### src/rtl/frqg_pkg.sv
// Shared types, codes and reset values for the frame rate quality governor.
// No dependencies; every other file of the block uses this package.
`default_nettype none

package frqg_pkg;

    // Default history ring depth.
    localparam int HIST_DEPTH_DEFAULT = 128;

    // Field widths.
    localparam int TIME_W   = 24;
    localparam int RUN_W    = 8;
    localparam int PEN_W    = 8;
    localparam int BUDGET_W = 4;
    localparam int CLS_W    = 2;
    localparam int LEVEL_W  = 2;

    // Configuration bus widths.
    localparam int PADDR_W = 5;
    localparam int PDATA_W = 32;

    // Frame classes; the verdict uses the same codes (ok means no verdict).
    localparam logic [CLS_W-1:0] CLS_OK   = 2'd0;
    localparam logic [CLS_W-1:0] CLS_SLOW = 2'd1;
    localparam logic [CLS_W-1:0] CLS_FAST = 2'd2;

    // Quality levels.
    localparam logic [LEVEL_W-1:0] LEVEL_OFF  = 2'd0;
    localparam logic [LEVEL_W-1:0] LEVEL_LOW  = 2'd1;
    localparam logic [LEVEL_W-1:0] LEVEL_HIGH = 2'd2;

    // Register reset values.
    localparam logic                RST_ENABLE       = 1'b1;
    localparam logic [TIME_W-1:0]   RST_FAST_LIMIT   = 24'd12500;
    localparam logic [TIME_W-1:0]   RST_SLOW_LIMIT   = 24'd34483;
    localparam logic [RUN_W-1:0]    RST_RUN_LENGTH   = 8'd10;
    localparam logic [PEN_W-1:0]    RST_SLOW_PENALTY = 8'd10;
    localparam logic [BUDGET_W-1:0] RST_GRANT_BUDGET = 4'd3;

    // Configuration seen by the sequencer.
    typedef struct packed {
        logic                enable;
        logic [TIME_W-1:0]   fast_limit_us;
        logic [TIME_W-1:0]   slow_limit_us;
        logic [RUN_W-1:0]    run_length;
        logic [PEN_W-1:0]    slow_penalty;
        logic [BUDGET_W-1:0] fast_grant_budget;
    } cfg_t;

endpackage

`default_nettype wire

### src/rtl/frqg_ifs.sv
// Valid/ready channel interfaces for frame times in and governor results out.
// Depends on frqg_pkg for the field widths.
`default_nettype none

interface frqg_frame_if;
    logic                         valid;
    logic                         ready;
    logic [frqg_pkg::TIME_W-1:0]  frame_time_us;

    modport source (output valid, output frame_time_us, input ready);
    modport sink   (input valid, input frame_time_us, output ready);
endinterface

interface frqg_result_if;
    logic                         valid;
    logic                         ready;
    logic [frqg_pkg::CLS_W-1:0]   verdict;
    logic [frqg_pkg::LEVEL_W-1:0] level;
    logic                         changed;

    modport source (output valid, output verdict, output level, output changed, input ready);
    modport sink   (input valid, input verdict, input level, input changed, output ready);
endinterface

`default_nettype wire

### src/rtl/frqg_regs.sv
// APB-style configuration register file of the governor.
// Depends on frqg_pkg for the register layout, widths and reset values.
`default_nettype none

module frqg_regs (
    input  wire logic                          clk,
    input  wire logic                          rst_n,
    input  wire logic                          psel,
    input  wire logic                          penable,
    input  wire logic                          pwrite,
    input  wire logic [frqg_pkg::PADDR_W-1:0]  paddr,
    input  wire logic [frqg_pkg::PDATA_W-1:0]  pwdata,
    output logic      [frqg_pkg::PDATA_W-1:0]  prdata,
    output logic                               pready,
    output frqg_pkg::cfg_t                     cfg
);
    import frqg_pkg::*;

    // Register indexes (word address).
    localparam logic [2:0] REG_ENABLE     = 3'd0;
    localparam logic [2:0] REG_FAST_LIMIT = 3'd1;
    localparam logic [2:0] REG_SLOW_LIMIT = 3'd2;
    localparam logic [2:0] REG_RUN_LENGTH = 3'd3;
    localparam logic [2:0] REG_PENALTY    = 3'd4;
    localparam logic [2:0] REG_BUDGET     = 3'd5;

    cfg_t       cfg_reg;
    logic [2:0] reg_idx;
    logic       wr_en;

    assign reg_idx = paddr[4:2];
    assign wr_en   = psel && penable && pwrite;
    assign pready  = 1'b1;
    assign cfg     = cfg_reg;

    // Register writes in the access phase.
    always_ff @(posedge clk or negedge rst_n)
    begin
        if (!rst_n)
        begin
            cfg_reg.enable            <= RST_ENABLE;
            cfg_reg.fast_limit_us     <= RST_FAST_LIMIT;
            cfg_reg.slow_limit_us     <= RST_SLOW_LIMIT;
            cfg_reg.run_length        <= RST_RUN_LENGTH;
            cfg_reg.slow_penalty      <= RST_SLOW_PENALTY;
            cfg_reg.fast_grant_budget <= RST_GRANT_BUDGET;
        end
        else if (wr_en)
        begin
            unique case (reg_idx)
                REG_ENABLE:     cfg_reg.enable            <= pwdata[0];
                REG_FAST_LIMIT: cfg_reg.fast_limit_us     <= pwdata[TIME_W-1:0];
                REG_SLOW_LIMIT: cfg_reg.slow_limit_us     <= pwdata[TIME_W-1:0];
                REG_RUN_LENGTH: cfg_reg.run_length        <= pwdata[RUN_W-1:0];
                REG_PENALTY:    cfg_reg.slow_penalty      <= pwdata[PEN_W-1:0];
                REG_BUDGET:     cfg_reg.fast_grant_budget <= pwdata[BUDGET_W-1:0];
                default:        ;
            endcase
        end
    end

    // Read-back mux.
    always_comb
    begin
        unique case (reg_idx)
            REG_ENABLE:     prdata = PDATA_W'(cfg_reg.enable);
            REG_FAST_LIMIT: prdata = PDATA_W'(cfg_reg.fast_limit_us);
            REG_SLOW_LIMIT: prdata = PDATA_W'(cfg_reg.slow_limit_us);
            REG_RUN_LENGTH: prdata = PDATA_W'(cfg_reg.run_length);
            REG_PENALTY:    prdata = PDATA_W'(cfg_reg.slow_penalty);
            REG_BUDGET:     prdata = PDATA_W'(cfg_reg.fast_grant_budget);
            default:        prdata = '0;
        endcase
    end

endmodule

`default_nettype wire

### src/rtl/frqg_hist.sv
// History ring memory: one write port, one read port with registered data.
// Depends on frqg_pkg for the class width.
`default_nettype none

module frqg_hist #(
    parameter int HISTORY_DEPTH = frqg_pkg::HIST_DEPTH_DEFAULT,
    localparam int AW = $clog2(HISTORY_DEPTH)
) (
    input  wire logic                        clk,
    input  wire logic                        we,
    input  wire logic [AW-1:0]               waddr,
    input  wire logic [frqg_pkg::CLS_W-1:0]  wdata,
    input  wire logic [AW-1:0]               raddr,
    output logic      [frqg_pkg::CLS_W-1:0]  rdata
);
    import frqg_pkg::*;

    logic [CLS_W-1:0] mem [HISTORY_DEPTH];
    logic [CLS_W-1:0] rdata_reg;

    // Write port.
    always_ff @(posedge clk)
    begin
        if (we)
        begin
            mem[waddr] <= wdata;
        end
    end

    // Registered read port.
    always_ff @(posedge clk)
    begin
        rdata_reg <= mem[raddr];
    end

    assign rdata = rdata_reg;

endmodule

`default_nettype wire

### src/rtl/frqg_ctrl.sv
// Sequencer of the governor: classifies a frame, walks the history ring with
// one shared accumulator, decides the verdict and sweeps the ring clear.
// Depends on frqg_pkg, the channel interfaces and the frqg_hist memory.
`default_nettype none

module frqg_ctrl #(
    parameter int HISTORY_DEPTH = frqg_pkg::HIST_DEPTH_DEFAULT,
    localparam int AW = $clog2(HISTORY_DEPTH)
) (
    input  wire logic                        clk,
    input  wire logic                        rst_n,
    input  wire frqg_pkg::cfg_t              cfg,
    frqg_frame_if.sink                       frame,
    frqg_result_if.source                    result,
    output logic                             mem_we,
    output logic      [AW-1:0]               mem_waddr,
    output logic      [frqg_pkg::CLS_W-1:0]  mem_wdata,
    output logic      [AW-1:0]               mem_raddr,
    input  wire logic [frqg_pkg::CLS_W-1:0]  mem_rdata
);
    import frqg_pkg::*;

    // Widths derived from the ring depth.
    localparam int CNT_MAX = (HISTORY_DEPTH > 255) ? HISTORY_DEPTH : 255;
    localparam int CW      = $clog2(CNT_MAX + 1);
    localparam int GW      = $clog2(HISTORY_DEPTH + 1);
    localparam int TW      = $clog2(HISTORY_DEPTH * 256 + 1);
    localparam int ACW     = TW + 2;

    localparam logic [AW-1:0]       PTR_LAST  = AW'(HISTORY_DEPTH - 1);
    localparam logic [CW-1:0]       CNT_DEPTH = CW'(HISTORY_DEPTH);
    localparam logic [BUDGET_W-1:0] GRANT_MAX = '1;

    // Sequencer states.
    localparam logic [2:0] S_CLEAR = 3'd0;
    localparam logic [2:0] S_IDLE  = 3'd1;
    localparam logic [2:0] S_RUN   = 3'd2;
    localparam logic [2:0] S_SUM   = 3'd3;
    localparam logic [2:0] S_TOT   = 3'd4;
    localparam logic [2:0] S_MUL   = 3'd5;
    localparam logic [2:0] S_DEC   = 3'd6;
    localparam logic [2:0] S_EMIT  = 3'd7;

    logic [2:0]          state_reg, state_next;
    logic [AW-1:0]       ptr_reg, ptr_next;
    logic [CW-1:0]       iss_reg, iss_next;
    logic [CW-1:0]       chk_reg, chk_next;
    logic                dv_reg, dv_next;
    logic [CLS_W-1:0]    cls_reg, cls_next;
    logic [GW-1:0]       good_reg, good_next;
    logic [ACW-1:0]      acc_reg, acc_next;
    logic [TW-1:0]       tot_reg, tot_next;
    logic [AW-1:0]       wp_reg, wp_next;
    logic [LEVEL_W-1:0]  level_reg, level_next;
    logic [BUDGET_W-1:0] grants_reg, grants_next;
    logic [CLS_W-1:0]    verdict_reg, verdict_next;
    logic                emit_after_reg, emit_after_next;
    logic                out_vld_reg, out_vld_next;
    logic [CLS_W-1:0]    out_verdict_reg, out_verdict_next;
    logic [LEVEL_W-1:0]  out_level_reg, out_level_next;
    logic                out_changed_reg, out_changed_next;

    logic                frame_acc;
    logic [CLS_W-1:0]    cls_new;
    logic                judge_ok;
    logic [AW-1:0]       ptr_dec;
    logic [AW-1:0]       wp_inc;
    logic                issue;
    logic [ACW-1:0]      add_a, add_b, add_sum;
    logic                fast_pass, low_pass;
    logic [CLS_W-1:0]    dec_verdict;
    logic                out_free;

    assign frame.ready = (state_reg == S_IDLE);
    assign frame_acc   = frame.valid && (state_reg == S_IDLE);

    // Frame class; the fast test wins when the limits cross.
    always_comb
    begin
        if (frame.frame_time_us < cfg.fast_limit_us)
        begin
            cls_new = CLS_FAST;
        end
        else if (frame.frame_time_us >= cfg.slow_limit_us)
        begin
            cls_new = CLS_SLOW;
        end
        else
        begin
            cls_new = CLS_OK;
        end
    end

    // A class is judged only when the level has room to step that way.
    assign judge_ok = ((cls_new == CLS_FAST) && (level_reg != LEVEL_HIGH)) ||
                      ((cls_new == CLS_SLOW) && (level_reg != LEVEL_OFF));

    // Ring pointer arithmetic with explicit wrap.
    assign ptr_dec = (ptr_reg == '0) ? PTR_LAST : ptr_reg - 1'b1;
    assign wp_inc  = (wp_reg == PTR_LAST) ? '0 : wp_reg + 1'b1;

    // The one shared adder.
    assign add_sum = add_a + add_b;

    // Share tests: 4*good > 3*total and 8*good > total.
    assign fast_pass = ACW'({good_reg, 2'b00}) > acc_reg;
    assign low_pass  = TW'({good_reg, 3'b000}) > tot_reg;

    always_comb
    begin
        if ((cls_reg == CLS_FAST) && fast_pass)
        begin
            dec_verdict = (grants_reg < cfg.fast_grant_budget) ? CLS_FAST : CLS_OK;
        end
        else if (low_pass)
        begin
            dec_verdict = cls_reg;
        end
        else
        begin
            dec_verdict = CLS_OK;
        end
    end

    assign out_free = !out_vld_reg || result.ready;

    // Sequencer next-state logic.
    always_comb
    begin
        state_next       = state_reg;
        ptr_next         = ptr_reg;
        iss_next         = iss_reg;
        chk_next         = chk_reg;
        cls_next         = cls_reg;
        good_next        = good_reg;
        acc_next         = acc_reg;
        tot_next         = tot_reg;
        wp_next          = wp_reg;
        level_next       = level_reg;
        grants_next      = grants_reg;
        verdict_next     = verdict_reg;
        emit_after_next  = emit_after_reg;
        out_vld_next     = out_vld_reg && !result.ready;
        out_verdict_next = out_verdict_reg;
        out_level_next   = out_level_reg;
        out_changed_next = out_changed_reg;
        mem_we           = 1'b0;
        mem_waddr        = wp_reg;
        mem_wdata        = cls_new;
        mem_raddr        = ptr_reg;
        issue            = 1'b0;
        add_a            = acc_reg;
        add_b            = '0;

        unique case (state_reg)
            // Sweep the ring to ok, one entry a cycle.
            S_CLEAR:
            begin
                mem_we    = 1'b1;
                mem_waddr = ptr_reg;
                mem_wdata = CLS_OK;
                ptr_next  = ptr_dec;
                iss_next  = iss_reg - 1'b1;
                if (iss_reg == CW'(1))
                begin
                    state_next = emit_after_reg ? S_EMIT : S_IDLE;
                end
            end

            // Take a frame, record its class and choose the path.
            S_IDLE:
            begin
                if (frame_acc)
                begin
                    cls_next        = cls_new;
                    verdict_next    = CLS_OK;
                    emit_after_next = 1'b0;
                    if (!cfg.enable)
                    begin
                        state_next = S_EMIT;
                    end
                    else
                    begin
                        mem_we  = 1'b1;
                        wp_next = wp_inc;
                        if (!judge_ok)
                        begin
                            state_next = S_EMIT;
                        end
                        else if (cfg.run_length == '0)
                        begin
                            ptr_next   = PTR_LAST;
                            iss_next   = CNT_DEPTH;
                            chk_next   = CNT_DEPTH;
                            good_next  = '0;
                            acc_next   = '0;
                            state_next = S_SUM;
                        end
                        else
                        begin
                            ptr_next   = wp_reg;
                            iss_next   = CW'(cfg.run_length);
                            chk_next   = CW'(cfg.run_length);
                            state_next = S_RUN;
                        end
                    end
                end
            end

            // Newest entries backward; any mismatch ends the judgement.
            S_RUN:
            begin
                issue = (iss_reg != '0);
                if (issue)
                begin
                    ptr_next = ptr_dec;
                    iss_next = iss_reg - 1'b1;
                end
                if (dv_reg)
                begin
                    chk_next = chk_reg - 1'b1;
                    if (mem_rdata != cls_reg)
                    begin
                        state_next = S_EMIT;
                    end
                    else if (chk_reg == CW'(1))
                    begin
                        ptr_next   = PTR_LAST;
                        iss_next   = CNT_DEPTH;
                        chk_next   = CNT_DEPTH;
                        good_next  = '0;
                        acc_next   = '0;
                        state_next = S_SUM;
                    end
                end
            end

            // Whole-ring walk: count matches, accumulate slow penalties.
            S_SUM:
            begin
                issue = (iss_reg != '0);
                if (issue)
                begin
                    ptr_next = ptr_dec;
                    iss_next = iss_reg - 1'b1;
                end
                if (dv_reg)
                begin
                    chk_next = chk_reg - 1'b1;
                    if (mem_rdata == cls_reg)
                    begin
                        good_next = good_reg + 1'b1;
                    end
                    if ((cls_reg == CLS_FAST) && (mem_rdata == CLS_SLOW))
                    begin
                        add_b = ACW'(cfg.slow_penalty);
                    end
                    acc_next = add_sum;
                    if (chk_reg == CW'(1))
                    begin
                        state_next = S_TOT;
                    end
                end
            end

            // Total weight: one unit per entry plus penalties.
            S_TOT:
            begin
                add_b      = ACW'(HISTORY_DEPTH);
                tot_next   = add_sum[TW-1:0];
                state_next = S_MUL;
            end

            // Three times the total for the three-quarter test.
            S_MUL:
            begin
                add_a      = ACW'({tot_reg, 1'b0});
                add_b      = ACW'(tot_reg);
                acc_next   = add_sum;
                state_next = S_DEC;
            end

            // Verdict, grant accounting and level step.
            S_DEC:
            begin
                if ((cls_reg == CLS_FAST) && fast_pass && (grants_reg != GRANT_MAX))
                begin
                    grants_next = grants_reg + 1'b1;
                end
                verdict_next = dec_verdict;
                if (dec_verdict == CLS_SLOW)
                begin
                    level_next = level_reg - 1'b1;
                end
                else if (dec_verdict == CLS_FAST)
                begin
                    level_next = level_reg + 1'b1;
                end
                if (dec_verdict != CLS_OK)
                begin
                    emit_after_next = 1'b1;
                    ptr_next        = PTR_LAST;
                    iss_next        = CNT_DEPTH;
                    state_next      = S_CLEAR;
                end
                else
                begin
                    state_next = S_EMIT;
                end
            end

            // Hand the word to the output register once it is free.
            S_EMIT:
            begin
                if (out_free)
                begin
                    out_vld_next     = 1'b1;
                    out_verdict_next = verdict_reg;
                    out_level_next   = level_reg;
                    out_changed_next = (verdict_reg != CLS_OK);
                    state_next       = S_IDLE;
                end
            end

            default:
            begin
                state_next = S_IDLE;
            end
        endcase
    end

    assign dv_next = issue;

    // Control registers.
    always_ff @(posedge clk or negedge rst_n)
    begin
        if (!rst_n)
        begin
            state_reg      <= S_CLEAR;
            ptr_reg        <= PTR_LAST;
            iss_reg        <= CNT_DEPTH;
            chk_reg        <= '0;
            dv_reg         <= 1'b0;
            wp_reg         <= '0;
            level_reg      <= LEVEL_HIGH;
            grants_reg     <= '0;
            emit_after_reg <= 1'b0;
            out_vld_reg    <= 1'b0;
        end
        else
        begin
            state_reg      <= state_next;
            ptr_reg        <= ptr_next;
            iss_reg        <= iss_next;
            chk_reg        <= chk_next;
            dv_reg         <= dv_next;
            wp_reg         <= wp_next;
            level_reg      <= level_next;
            grants_reg     <= grants_next;
            emit_after_reg <= emit_after_next;
            out_vld_reg    <= out_vld_next;
        end
    end

    // Working and output data registers.
    always_ff @(posedge clk)
    begin
        cls_reg         <= cls_next;
        good_reg        <= good_next;
        acc_reg         <= acc_next;
        tot_reg         <= tot_next;
        verdict_reg     <= verdict_next;
        out_verdict_reg <= out_verdict_next;
        out_level_reg   <= out_level_next;
        out_changed_reg <= out_changed_next;
    end

    assign result.valid   = out_vld_reg;
    assign result.verdict = out_verdict_reg;
    assign result.level   = out_level_reg;
    assign result.changed = out_changed_reg;

    // The clearing sweep writes ok on every cycle it runs.
    a_clear_writes_ok: assert property (@(posedge clk) disable iff (!rst_n)
        (state_reg == S_CLEAR) |-> (mem_we && (mem_wdata == CLS_OK)))
        else $error("clearing sweep did not write ok");

    // Read data is only consumed after a read issued in a walk state.
    a_read_follows_walk: assert property (@(posedge clk) disable iff (!rst_n)
        dv_reg |-> (($past(state_reg) == S_RUN) || ($past(state_reg) == S_SUM)))
        else $error("read data valid without a walk");

    // The grant count never goes down.
    a_grants_monotonic: assert property (@(posedge clk) disable iff (!rst_n)
        1'b1 |=> (grants_reg >= $past(grants_reg)))
        else $error("fast grant count decreased");

    // A level change always comes with a verdict.
    a_changed_has_verdict: assert property (@(posedge clk) disable iff (!rst_n)
        (result.valid && result.changed) |-> (result.verdict != CLS_OK))
        else $error("level change without verdict");

endmodule

`default_nettype wire

### src/rtl/frame_rate_quality_governor_unit.sv
// Frame rate quality governor: frame times in, quality verdicts out.
// Uses frqg_pkg, the channels in frqg_ifs, frqg_regs, frqg_hist, frqg_ctrl.
//
// Each word on the frame channel is one frame time in microseconds; each
// accepted word gives exactly one word on the result channel carrying the
// verdict (none, step down, step up), the quality level after the frame and
// a changed flag. Both channels transfer a word when valid and ready are high.
// Registers are to be written over the APB-style port while the block is idle; not enforced.
//
// One frame at a time is in flight. A disabled or unjudged frame goes from
// idle straight to the emit state, which hands its result word to the output
// register once that is free. A judged frame walks the history memory through
// its single read port: the run check over up to run_length entries, the share
// sum over the whole ring, the total, multiply and decide states for the share
// tests, plus a clearing sweep of the ring when a verdict is given.
// The next frame is taken while a result still waits in the output register;
// a stalled receiver holds the block once a second result is ready.
//
// After reset the block sweeps the whole history to ok before frame ready
// rises; register writes are accepted during the sweep.
`default_nettype none

module frame_rate_quality_governor_unit #(
    parameter int HISTORY_DEPTH = frqg_pkg::HIST_DEPTH_DEFAULT
) (
    input  wire logic                          clk,
    input  wire logic                          rst_n,
    input  wire logic                          psel,
    input  wire logic                          penable,
    input  wire logic                          pwrite,
    input  wire logic [frqg_pkg::PADDR_W-1:0]  paddr,
    input  wire logic [frqg_pkg::PDATA_W-1:0]  pwdata,
    output logic      [frqg_pkg::PDATA_W-1:0]  prdata,
    output logic                               pready,
    frqg_frame_if.sink                         frame,
    frqg_result_if.source                      result
);
    import frqg_pkg::*;

    localparam int AW = $clog2(HISTORY_DEPTH);

    cfg_t             cfg;
    logic             mem_we;
    logic [AW-1:0]    mem_waddr;
    logic [CLS_W-1:0] mem_wdata;
    logic [AW-1:0]    mem_raddr;
    logic [CLS_W-1:0] mem_rdata;

    // Configuration registers.
    frqg_regs u_regs (
        .clk     (clk),
        .rst_n   (rst_n),
        .psel    (psel),
        .penable (penable),
        .pwrite  (pwrite),
        .paddr   (paddr),
        .pwdata  (pwdata),
        .prdata  (prdata),
        .pready  (pready),
        .cfg     (cfg)
    );

    // History ring memory.
    frqg_hist #(
        .HISTORY_DEPTH (HISTORY_DEPTH)
    ) u_hist (
        .clk   (clk),
        .we    (mem_we),
        .waddr (mem_waddr),
        .wdata (mem_wdata),
        .raddr (mem_raddr),
        .rdata (mem_rdata)
    );

    // Sequencer and shared accumulator.
    frqg_ctrl #(
        .HISTORY_DEPTH (HISTORY_DEPTH)
    ) u_ctrl (
        .clk       (clk),
        .rst_n     (rst_n),
        .cfg       (cfg),
        .frame     (frame),
        .result    (result),
        .mem_we    (mem_we),
        .mem_waddr (mem_waddr),
        .mem_wdata (mem_wdata),
        .mem_raddr (mem_raddr),
        .mem_rdata (mem_rdata)
    );

endmodule

`default_nettype wire

### src/flat_wrapper.sv
// flat-port wrapper written by rule: the top's interface ports become plain ports
module frame_rate_quality_governor_unit_flat import frqg_pkg::*;
#(
    parameter int HISTORY_DEPTH = frqg_pkg::HIST_DEPTH_DEFAULT
)
  (clk, rst_n, psel, penable, pwrite, paddr, pwdata, prdata, pready, frame_valid, frame_frame_time_us, frame_ready, result_valid, result_verdict, result_level, result_changed, result_ready);
  frqg_frame_if frame_i ();
  frqg_result_if result_i ();
  input  wire logic clk;
  input  wire logic rst_n;
  input  wire logic psel;
  input  wire logic penable;
  input  wire logic pwrite;
  input  wire logic [frqg_pkg::PADDR_W-1:0] paddr;
  input  wire logic [frqg_pkg::PDATA_W-1:0] pwdata;
  output logic      [frqg_pkg::PDATA_W-1:0] prdata;
  output logic pready;
  input wire logic [$bits(frame_i.valid)-1:0] frame_valid;
  input wire logic [$bits(frame_i.frame_time_us)-1:0] frame_frame_time_us;
  output wire logic [$bits(frame_i.ready)-1:0] frame_ready;
  output wire logic [$bits(result_i.valid)-1:0] result_valid;
  output wire logic [$bits(result_i.verdict)-1:0] result_verdict;
  output wire logic [$bits(result_i.level)-1:0] result_level;
  output wire logic [$bits(result_i.changed)-1:0] result_changed;
  input wire logic [$bits(result_i.ready)-1:0] result_ready;
  assign frame_i.valid = frame_valid;
  assign frame_i.frame_time_us = frame_frame_time_us;
  assign frame_ready = frame_i.ready;
  assign result_valid = result_i.valid;
  assign result_verdict = result_i.verdict;
  assign result_level = result_i.level;
  assign result_changed = result_i.changed;
  assign result_i.ready = result_ready;
  frame_rate_quality_governor_unit #(.HISTORY_DEPTH(HISTORY_DEPTH)) u_core (.clk(clk), .rst_n(rst_n), .psel(psel), .penable(penable), .pwrite(pwrite), .paddr(paddr), .pwdata(pwdata), .prdata(prdata), .pready(pready), .frame(frame_i), .result(result_i));
endmodule
### config.mk
export PLATFORM = sky130hd
export DESIGN_NAME = frame_rate_quality_governor_unit_flat
export DESIGN_NICKNAME = d
export VERILOG_FILES = /design/src/rtl/frqg_pkg.sv /design/src/rtl/frqg_ifs.sv /design/src/rtl/frqg_regs.sv /design/src/rtl/frqg_hist.sv /design/src/rtl/frqg_ctrl.sv /design/src/rtl/frame_rate_quality_governor_unit.sv /design/src/flat_wrapper.sv
export SDC_FILE = /design/constraint.sdc
export NUM_CORES = 1
export LEC_CHECK = 0
export ABC_AREA = 1
export BUFFER_PORTS_ARGS = -buffer_cell sky130_fd_sc_hd__buf_4
export CAP_MARGIN = 30
export CORE_MARGIN = 8
export CORE_UTILIZATION = 31
export DETAILED_ROUTE_END_ITERATION = 8
export GPL_TIMING_DRIVEN = 0
export PLACE_DENSITY = 0.42
export SYNTH_ARGS = -nofsm -noshare
export SYNTH_HDL_FRONTEND = slang
export SYNTH_SLANG_ARGS = --single-unit
export TNS_END_PERCENT = 20
### constraint.sdc
create_clock -name clk -period 7.7 [get_ports clk]
set_input_delay 1.155 -clock clk [delete_from_list [all_inputs] [get_ports clk]]
set_output_delay 1.155 -clock clk [all_outputs]
set_load 0.01 [all_outputs]
# Yosys cells after proc, flatten, opt, wreduce, memory -nomap -nowiden
# Memory sizes are Yosys's and may differ from the RTL's. A register that Yosys moved wholly into a read port is not among the register bits.
# Cells that the tools add are included.
# classes
n_lt_le_gt_ge	5
n_div	0
muxes	87
n_mul	0
add_sub_neg	9
eq_ne	39
shifts	0
reduce_logical	45
bitwise_logic	0
# ops
op	count
$mux 8	24
$mux 18	9
$pmux 24 s6	1
$mux 7	12
$pmux 18 s4	1
$pmux 16 s3	1
$pmux 8 s3	2
$pmux 8 s5	1
$mux 3	12
$pmux 7 s5	1
$ge 24x24->1	1
$lt 24x24->1	1
$pmux 3 s8	1
$reduce_and 2->1	11
$ne 2x2->1 const B	10
$add 18x18->18	1
$eq 3x3->1 const B	6
$gt 10x18->1	1
$eq 8x1->1 const B	2
$gt 11x16->1	1
$mux 2	8
$sub 8x1->8 const B	2
$eq 3x2->1 const B	4
$mux 1	11
36 further kinds	61
# word_totals
mem_count	1
rom_bits	0
ramBits	256
wordCells	210
regBits	162
output_inout_bits	40
latchBits	0
# mem_list
memory	words	width	rd	rd_clocked_by_memory_dff	wr	line_no	source
u_core.u_hist.mem	128	2	1	1	1	frqg_hist.sv:18	logic [CLS_W-1:0] mem [HISTORY_DEPTH];

# Logic depth before layout (Yosys ltp)
# logic_depth
word_depth	10
mapped_depth	18
depth_no_buf	18

# By module
# A second synthesis with hierarchy kept.
# hier_totals
hier_cells	2511
area_unflattened_um2	22290.1
# by_module_without_submodules
mod	instances	cells_each	area_per_inst_um2
frqg_hist	1	1041	11095.6
frqg_ctrl	1	1057	7897.6
frqg_regs	1	413	3296.9

# Least setup slack after synthesis
# No wires, ideal clock.
# synth_path
kind	input port to flip-flop
from	in frame_frame_time_us[23]
to	mem u_core.u_hist.mem[0][0] (data pin)
setup_ns	0.797
path_stages	9
arrival_ns	5.022
setup_slack_ns	1.882
n_path_buf	0
path_cell_list	ha_1 nand2_1 nor2_1 nand3_1 nor2_1 nand2_1 nand2_1 nand2_1 nor2_1
# synth_between
elab_chain_len	4
elab_cells_between_ends	5
classes_between	order compare: 2; mux: 3
# synth_lines
element	line_no	source
from (decl)	flat_wrapper.sv:19	input wire logic [$bits(frame_i.frame_time_us)-1:0] frame_frame_time_us;
$ge 24x24->1	frqg_ctrl.sv:84	else if (frame.frame_time_us >= cfg.slow_limit_us)
$mux 1	frqg_ctrl.sv:84	
$mux 2 (*)	frqg_ctrl.sv:80	if (frame.frame_time_us < cfg.fast_limit_us)
$mux 2 (*)	frqg_ctrl.sv:155	unique case (state_reg)
via u_core.mem_wdata[0]	frame_rate_quality_governor_unit.sv:45	logic [CLS_W-1:0] mem_wdata;
to (decl)	frqg_hist.sv:18	
# Mark *: on every way through the listed nets, which the timed path passes. The rest lies on a longest branch.

# Worst setup path in the final report
# layout_path
from	in paddr[2] (netlist name)
to	out prdata[21] (netlist name)
# layout_between
elab_chain_len	2
elab_cells_between_ends	7
classes_between	eq/ne: 5; mux: 1; reduce/logical: 1
# layout_lines
element	line_no	source
from (decl)	flat_wrapper.sv:14	input wire logic [frqg_pkg::PADDR_W-1:0] paddr;
$eq 3x3->1, or another cell as far along	frqg_regs.sv:65	unique case (reg_idx)
$pmux 24 s6 (*)	frqg_regs.sv:65	
to (decl)	flat_wrapper.sv:16	output logic [frqg_pkg::PDATA_W-1:0] prdata;
# Every way passes the cells marked *; elsewhere a longest branch is shown, timed or not.

==> impl_metrics.py <==
metrics = {
    "logic_synthesis": {
        "synthSimpleGateAreaFrac_pct": 19.2,
        "synthCells": 2349,
        "syn_area_per_cell_sq_um": 9.34,
        "muxShareOfSynthArea_pct": 1.01,
        "post_synth_fa_ha_maj_area_fraction_pct": 5.45,
        "synth_flop_cell": "sky130_fd_sc_hd__edfxtp_1",
        "async_reset_ff_share_pct": 26.4,
        "synth.yosys.seq_area_share_pct": 55.0,
        "synth_compound_area_share_pct": 11.2,
        "synth_edf_count": 307,
        "synthXorXnorAreaFrac_pct": 1.36,
        "synthesized_area_sq_um": 21900,
        "synth_top_family_by_area": "simple AND/OR/NAND/NOR gates",
        "post_synth_num_cell_types": 62,
        "ys_warn_count": 0,
        "ys_ff_latch": 420,
    },
    "critical_path": {
        "worst_setup_path_class": "in2out",
        "regToRegSetupSlack_ns": 3.65,
        "r2r-start": "u_core.u_ctrl.state_reg[0]",
        "timing.critical_path.required_ns": 6.55,
        "cp_max_fo": 10,
        "critPathArrivalTime_ns": 3.32,
        "reg2regPathDepth": 14,
        "setup.worst_path.end_class": "output pin",
        "critical_path.most_common_cell": "sky130_fd_sc_hd__buf_4",
        "crit_chain": "buf_4 -> nor3_2 -> clkinv_1 -> clkbuf_1 -> o22ai_1 -> buf_4",
        "cpPeakStageDelay_ns": 0.56,
        "worst_r2r_endpoint": "u_core.u_ctrl.acc_reg[14]",
        "timing.critical_path.to": "prdata[21]",
        "crit_path_start_kind": "input port",
        "crit_slowest_cell": "sky130_fd_sc_hd__nor3_2",
        "critical_path.startpoint": "paddr[2]",
    },
    "clock_tree": {
        "insertion_delay_ns": 0.60,
        "holdBufCountCts": 0,
        "cts_max_level": 2,
        "cts_tree": "done",
        "cts-root-buf": "sky130_fd_sc_hd__clkbuf_16",
        "postCtsResizedCells": 0,
        "cts_setup_buffers": 0,
        "cts.sink_count": 420,
        "tritoncts.num_buffers": 49,
        "clockBufferDepth": 3,
        "cts.clk_slew.worst_paths_ns": 0.06,
    },
    "route": {
        "detail_route.iter0.violations": 1404,
        "postRouteWirelength_mm": 73.6,
        "vias": 17200,
        "dr.pass1.iters": 6,
        "vias_per_cell": 4.95,
        "post_detailed_route_drc_marker_count": 0,
        "routedWlPerCell_um": 21.1,
        "final_antenna_net_count": 0,
    },
    "min_path": {
        "worstHoldPathType": "reg2reg",
    },
    "timing": {
        "max_slew.worst_pin.slew_ns": 1.10,
        "report.final.slew_viol_count": 0,
        "finClkSkew_ns": 0.0151,
        "finalSetupViolCount": 0,
        "hold_violations": 0,
        "final.setup.tns_ns": 0,
        "worst_slew_margin_rel_pct": 26.5,
        "maxClockFrequency_ghz": 0.223,
        "post_layout_min_period_ns": 4.48,
        "worst_slack_ns": 3.22,
        "rsz0062_at_grt": "false",
        "final.period_utilization_pct": 58.1,
    },
    "grt": {
        "antenna_violations_before_repair": 0,
        "grt_first_pass_wirelength_mm": 110,
        "grt_pass1_vias": 17400,
        "grt_use_total_pct": 18.3,
        "overflow": 0,
        "pin_count_of_the_biggest_net_entering_global_routing": 67,
    },
    "pwr": {
        "static-leakage-power_nw": 10.5,
        "max-vdd-ir-drop_mv": 0.171,
        "p_per_cell_area_nw_per_um2": 377,
    },
    "layout": {
        "post-route-util_pct": 36.6,
        "nets": 2669,
        "largest_register_ffs": 256,
        "area_growth_syn_to_layout_pct": 16.8,
        "drive_above_1_share_pct": 11.3,
        "filler_cell_count": 7174,
        "insertedDiodeCount": 0,
    },
    "floorplan": {
        "ios": 108,
        "floorplan.core_area_sq_um": 70000,
        "dieArea_sq_um": 79600,
        "initial_utilization_pct": 31.3,
        "chipHeight_um": 282,
        "rows": 97,
        "chipWidth_um": 282,
    },
    "placement": {
        "pre_cts_slack_ns": 3.28,
        "portBuffers": 88,
        "dp_hpwl_mm": 53.0,
        "place_congestion": 0.841,
    },
    "status": {
        "status": "complete, no violations",
    },
    "flow_run": {
        "maxCapViolCount": 0,
    },
}
==> cell families after synthesis <==
family | Yosys count
other cells | 2
fa+ha+maj | 95
mux | 22
xor+xnor | 34
compound gates | 428
simple gates | 987
buf+inv | 361
flops | 420
==> final cells by class <==
type | count | area [sq um] | share of cell area (%)
buffer | 97 | 483 | 1.88
clock buffer | 64 | 1320 | 5.17
clock inverter | 25 | 248 | 0.967
inverter | 264 | 991 | 3.87
multi-input combinational | 1575 | 8450 | 33.0
sequential | 420 | 12100 | 47.1
tap | 940 | 1180 | 4.59
timing repair buffer | 99 | 881 | 3.44
==> power by group <==
part / internal [mW] / switching [mW]
clock network: 1.34 / 0.969
logic: 1.23 / 2.97
registers: 2.97 / 0.199
total: 5.54 / 4.13
==> critical path: cells and delay by family <==
kind / cells / cell delay (ns)
AOI/OAI and AO/OA: 1 / 0.36
buffers and inverters: 4 / 1.24
and+or+nand+nor: 1 / 0.56
==> worst min-delay path by stage <==
stage | from | to | slack, ns | cells past startpoint
global placement | u_core.u_ctrl.verdict_reg[0] | u_core.u_ctrl.result.verdict[0] | 0.43 | 0
CTS | u_core.u_ctrl.verdict_reg[0] | u_core.u_ctrl.result.verdict[0] | 0.46 | 0
finish | u_core.u_ctrl.verdict_reg[0] | u_core.u_ctrl.result.verdict[0] | 0.46 | 0
global route | u_core.u_ctrl.verdict_reg[0] | u_core.u_ctrl.result.verdict[0] | 0.47 | 0
floorplan | u_core.u_ctrl.verdict_reg[0] | u_core.u_ctrl.result.verdict[0] | 0.42 | 0
detailed placement | u_core.u_ctrl.verdict_reg[0] | u_core.u_ctrl.result.verdict[0] | 0.44 | 0
==> stage by stage <==
step	hold WS, ns	instances	power (mW)	instance area, sq um
3_5_place_dp	0.441	3395	7.40	24100
4_1_cts	0.459	3484	9.76	25600
2_1_floorplan	0.417	2356	5.79	22000
3_3_place_gp	0.432	3384	7.34	23800
6_report	0.458	3484	9.67	25600
5_1_grt	0.467	3484	10.3	25600
==> routing by layer <==
layer / up-vias / GRT usage [%] / share of wire [%]
li1: 8277 / - / -
met1: 8450 / 24.6 / 45
met2: 398 / 30.9 / 47
met3: 109 / 2.32 / 4.4
met4: 0 / 5.27 / 2.6
met5: - / 0 / 0
==> cell usage after synthesis (all sizes together), types with 2 or more instances <==
cell / instances / share of area (%)
or2: 5 / 0.14
a211oi: 3 / 0.16
xnor2: 6 / 0.24
ha: 94 / 5.4
nand2: 504 / 8.7
o21a: 4 / 0.14
o2111ai: 8 / 0.35
mux2i: 21 / 0.96
inv: 262 / 4.5
a221oi: 2 / 0.080
o21ai: 202 / 4.8
o21bai: 7 / 0.24
nor2: 317 / 5.7
dfrtp: 81 / 9.2
o221ai: 2 / 0.080
conb: 2 / 0.034
dfstp: 30 / 3.6
nand3: 85 / 2.0
o211ai: 26 / 0.89
nor3: 23 / 0.55
and2: 4 / 0.11
nand4: 41 / 1.7
dfxtp: 2 / 0.18
edfxtp: 307 / 42
nor4: 4 / 0.17
a21o: 6 / 0.21
a31oi: 4 / 0.11
a22oi: 5 / 0.17
clkinv: 2 / 0.034
xor2: 28 / 1.1
a21oi: 101 / 2.3
clkbuf: 58 / 0.99
buf: 39 / 1.2
nor3b: 2 / 0.068
o22ai: 54 / 1.5
==> placed cells by master (no fill, tap or decap), types with 5 or more instances in the layout <==
| cell | Yosys | routed |
|---|---|---|
| sky130_fd_sc_hd__nand2_1 | 500 | 500 |
| sky130_fd_sc_hd__buf_12 | 0 | 6 |
| sky130_fd_sc_hd__ha_1 | 94 | 94 |
| sky130_fd_sc_hd__nor3_1 | 22 | 21 |
| sky130_fd_sc_hd__buf_6 | 8 | 10 |
| sky130_fd_sc_hd__mux2i_1 | 21 | 21 |
| sky130_fd_sc_hd__nor2_4 | 4 | 6 |
| sky130_fd_sc_hd__clkbuf_1 | 58 | 70 |
| sky130_fd_sc_hd__o211ai_1 | 26 | 26 |
| sky130_fd_sc_hd__or2_2 | 5 | 5 |
| sky130_fd_sc_hd__a21o_1 | 6 | 6 |
| sky130_fd_sc_hd__o22ai_1 | 54 | 54 |
| sky130_fd_sc_hd__o21bai_1 | 7 | 7 |
| sky130_fd_sc_hd__clkinv_2 | 0 | 9 |
| sky130_fd_sc_hd__o2111ai_1 | 7 | 7 |
| sky130_fd_sc_hd__nand4_1 | 33 | 33 |
| sky130_fd_sc_hd__nor2_2 | 4 | 5 |
| sky130_fd_sc_hd__buf_1 | 6 | 6 |
| sky130_fd_sc_hd__o21ai_0 | 193 | 193 |
| sky130_fd_sc_hd__edfxtp_1 | 307 | 307 |
| sky130_fd_sc_hd__nor2_1 | 308 | 305 |
| sky130_fd_sc_hd__nand3_1 | 84 | 84 |
| sky130_fd_sc_hd__dfstp_2 | 30 | 30 |
| sky130_fd_sc_hd__dfrtp_1 | 81 | 81 |
| sky130_fd_sc_hd__clkinv_1 | 2 | 9 |
| sky130_fd_sc_hd__conb_1 | 2 | 9 |
| sky130_fd_sc_hd__inv_1 | 248 | 248 |
| sky130_fd_sc_hd__clkbuf_16 | 0 | 50 |
| sky130_fd_sc_hd__a22oi_1 | 5 | 5 |
| sky130_fd_sc_hd__buf_2 | 14 | 14 |
| sky130_fd_sc_hd__a21oi_1 | 101 | 101 |
| sky130_fd_sc_hd__xnor2_1 | 6 | 6 |
| sky130_fd_sc_hd__nand4_4 | 8 | 8 |
| sky130_fd_sc_hd__inv_2 | 14 | 14 |
| sky130_fd_sc_hd__xor2_1 | 28 | 28 |
| sky130_fd_sc_hd__buf_4 | 11 | 98 |
No activity file was read; power rests on OpenSTA's default activity.
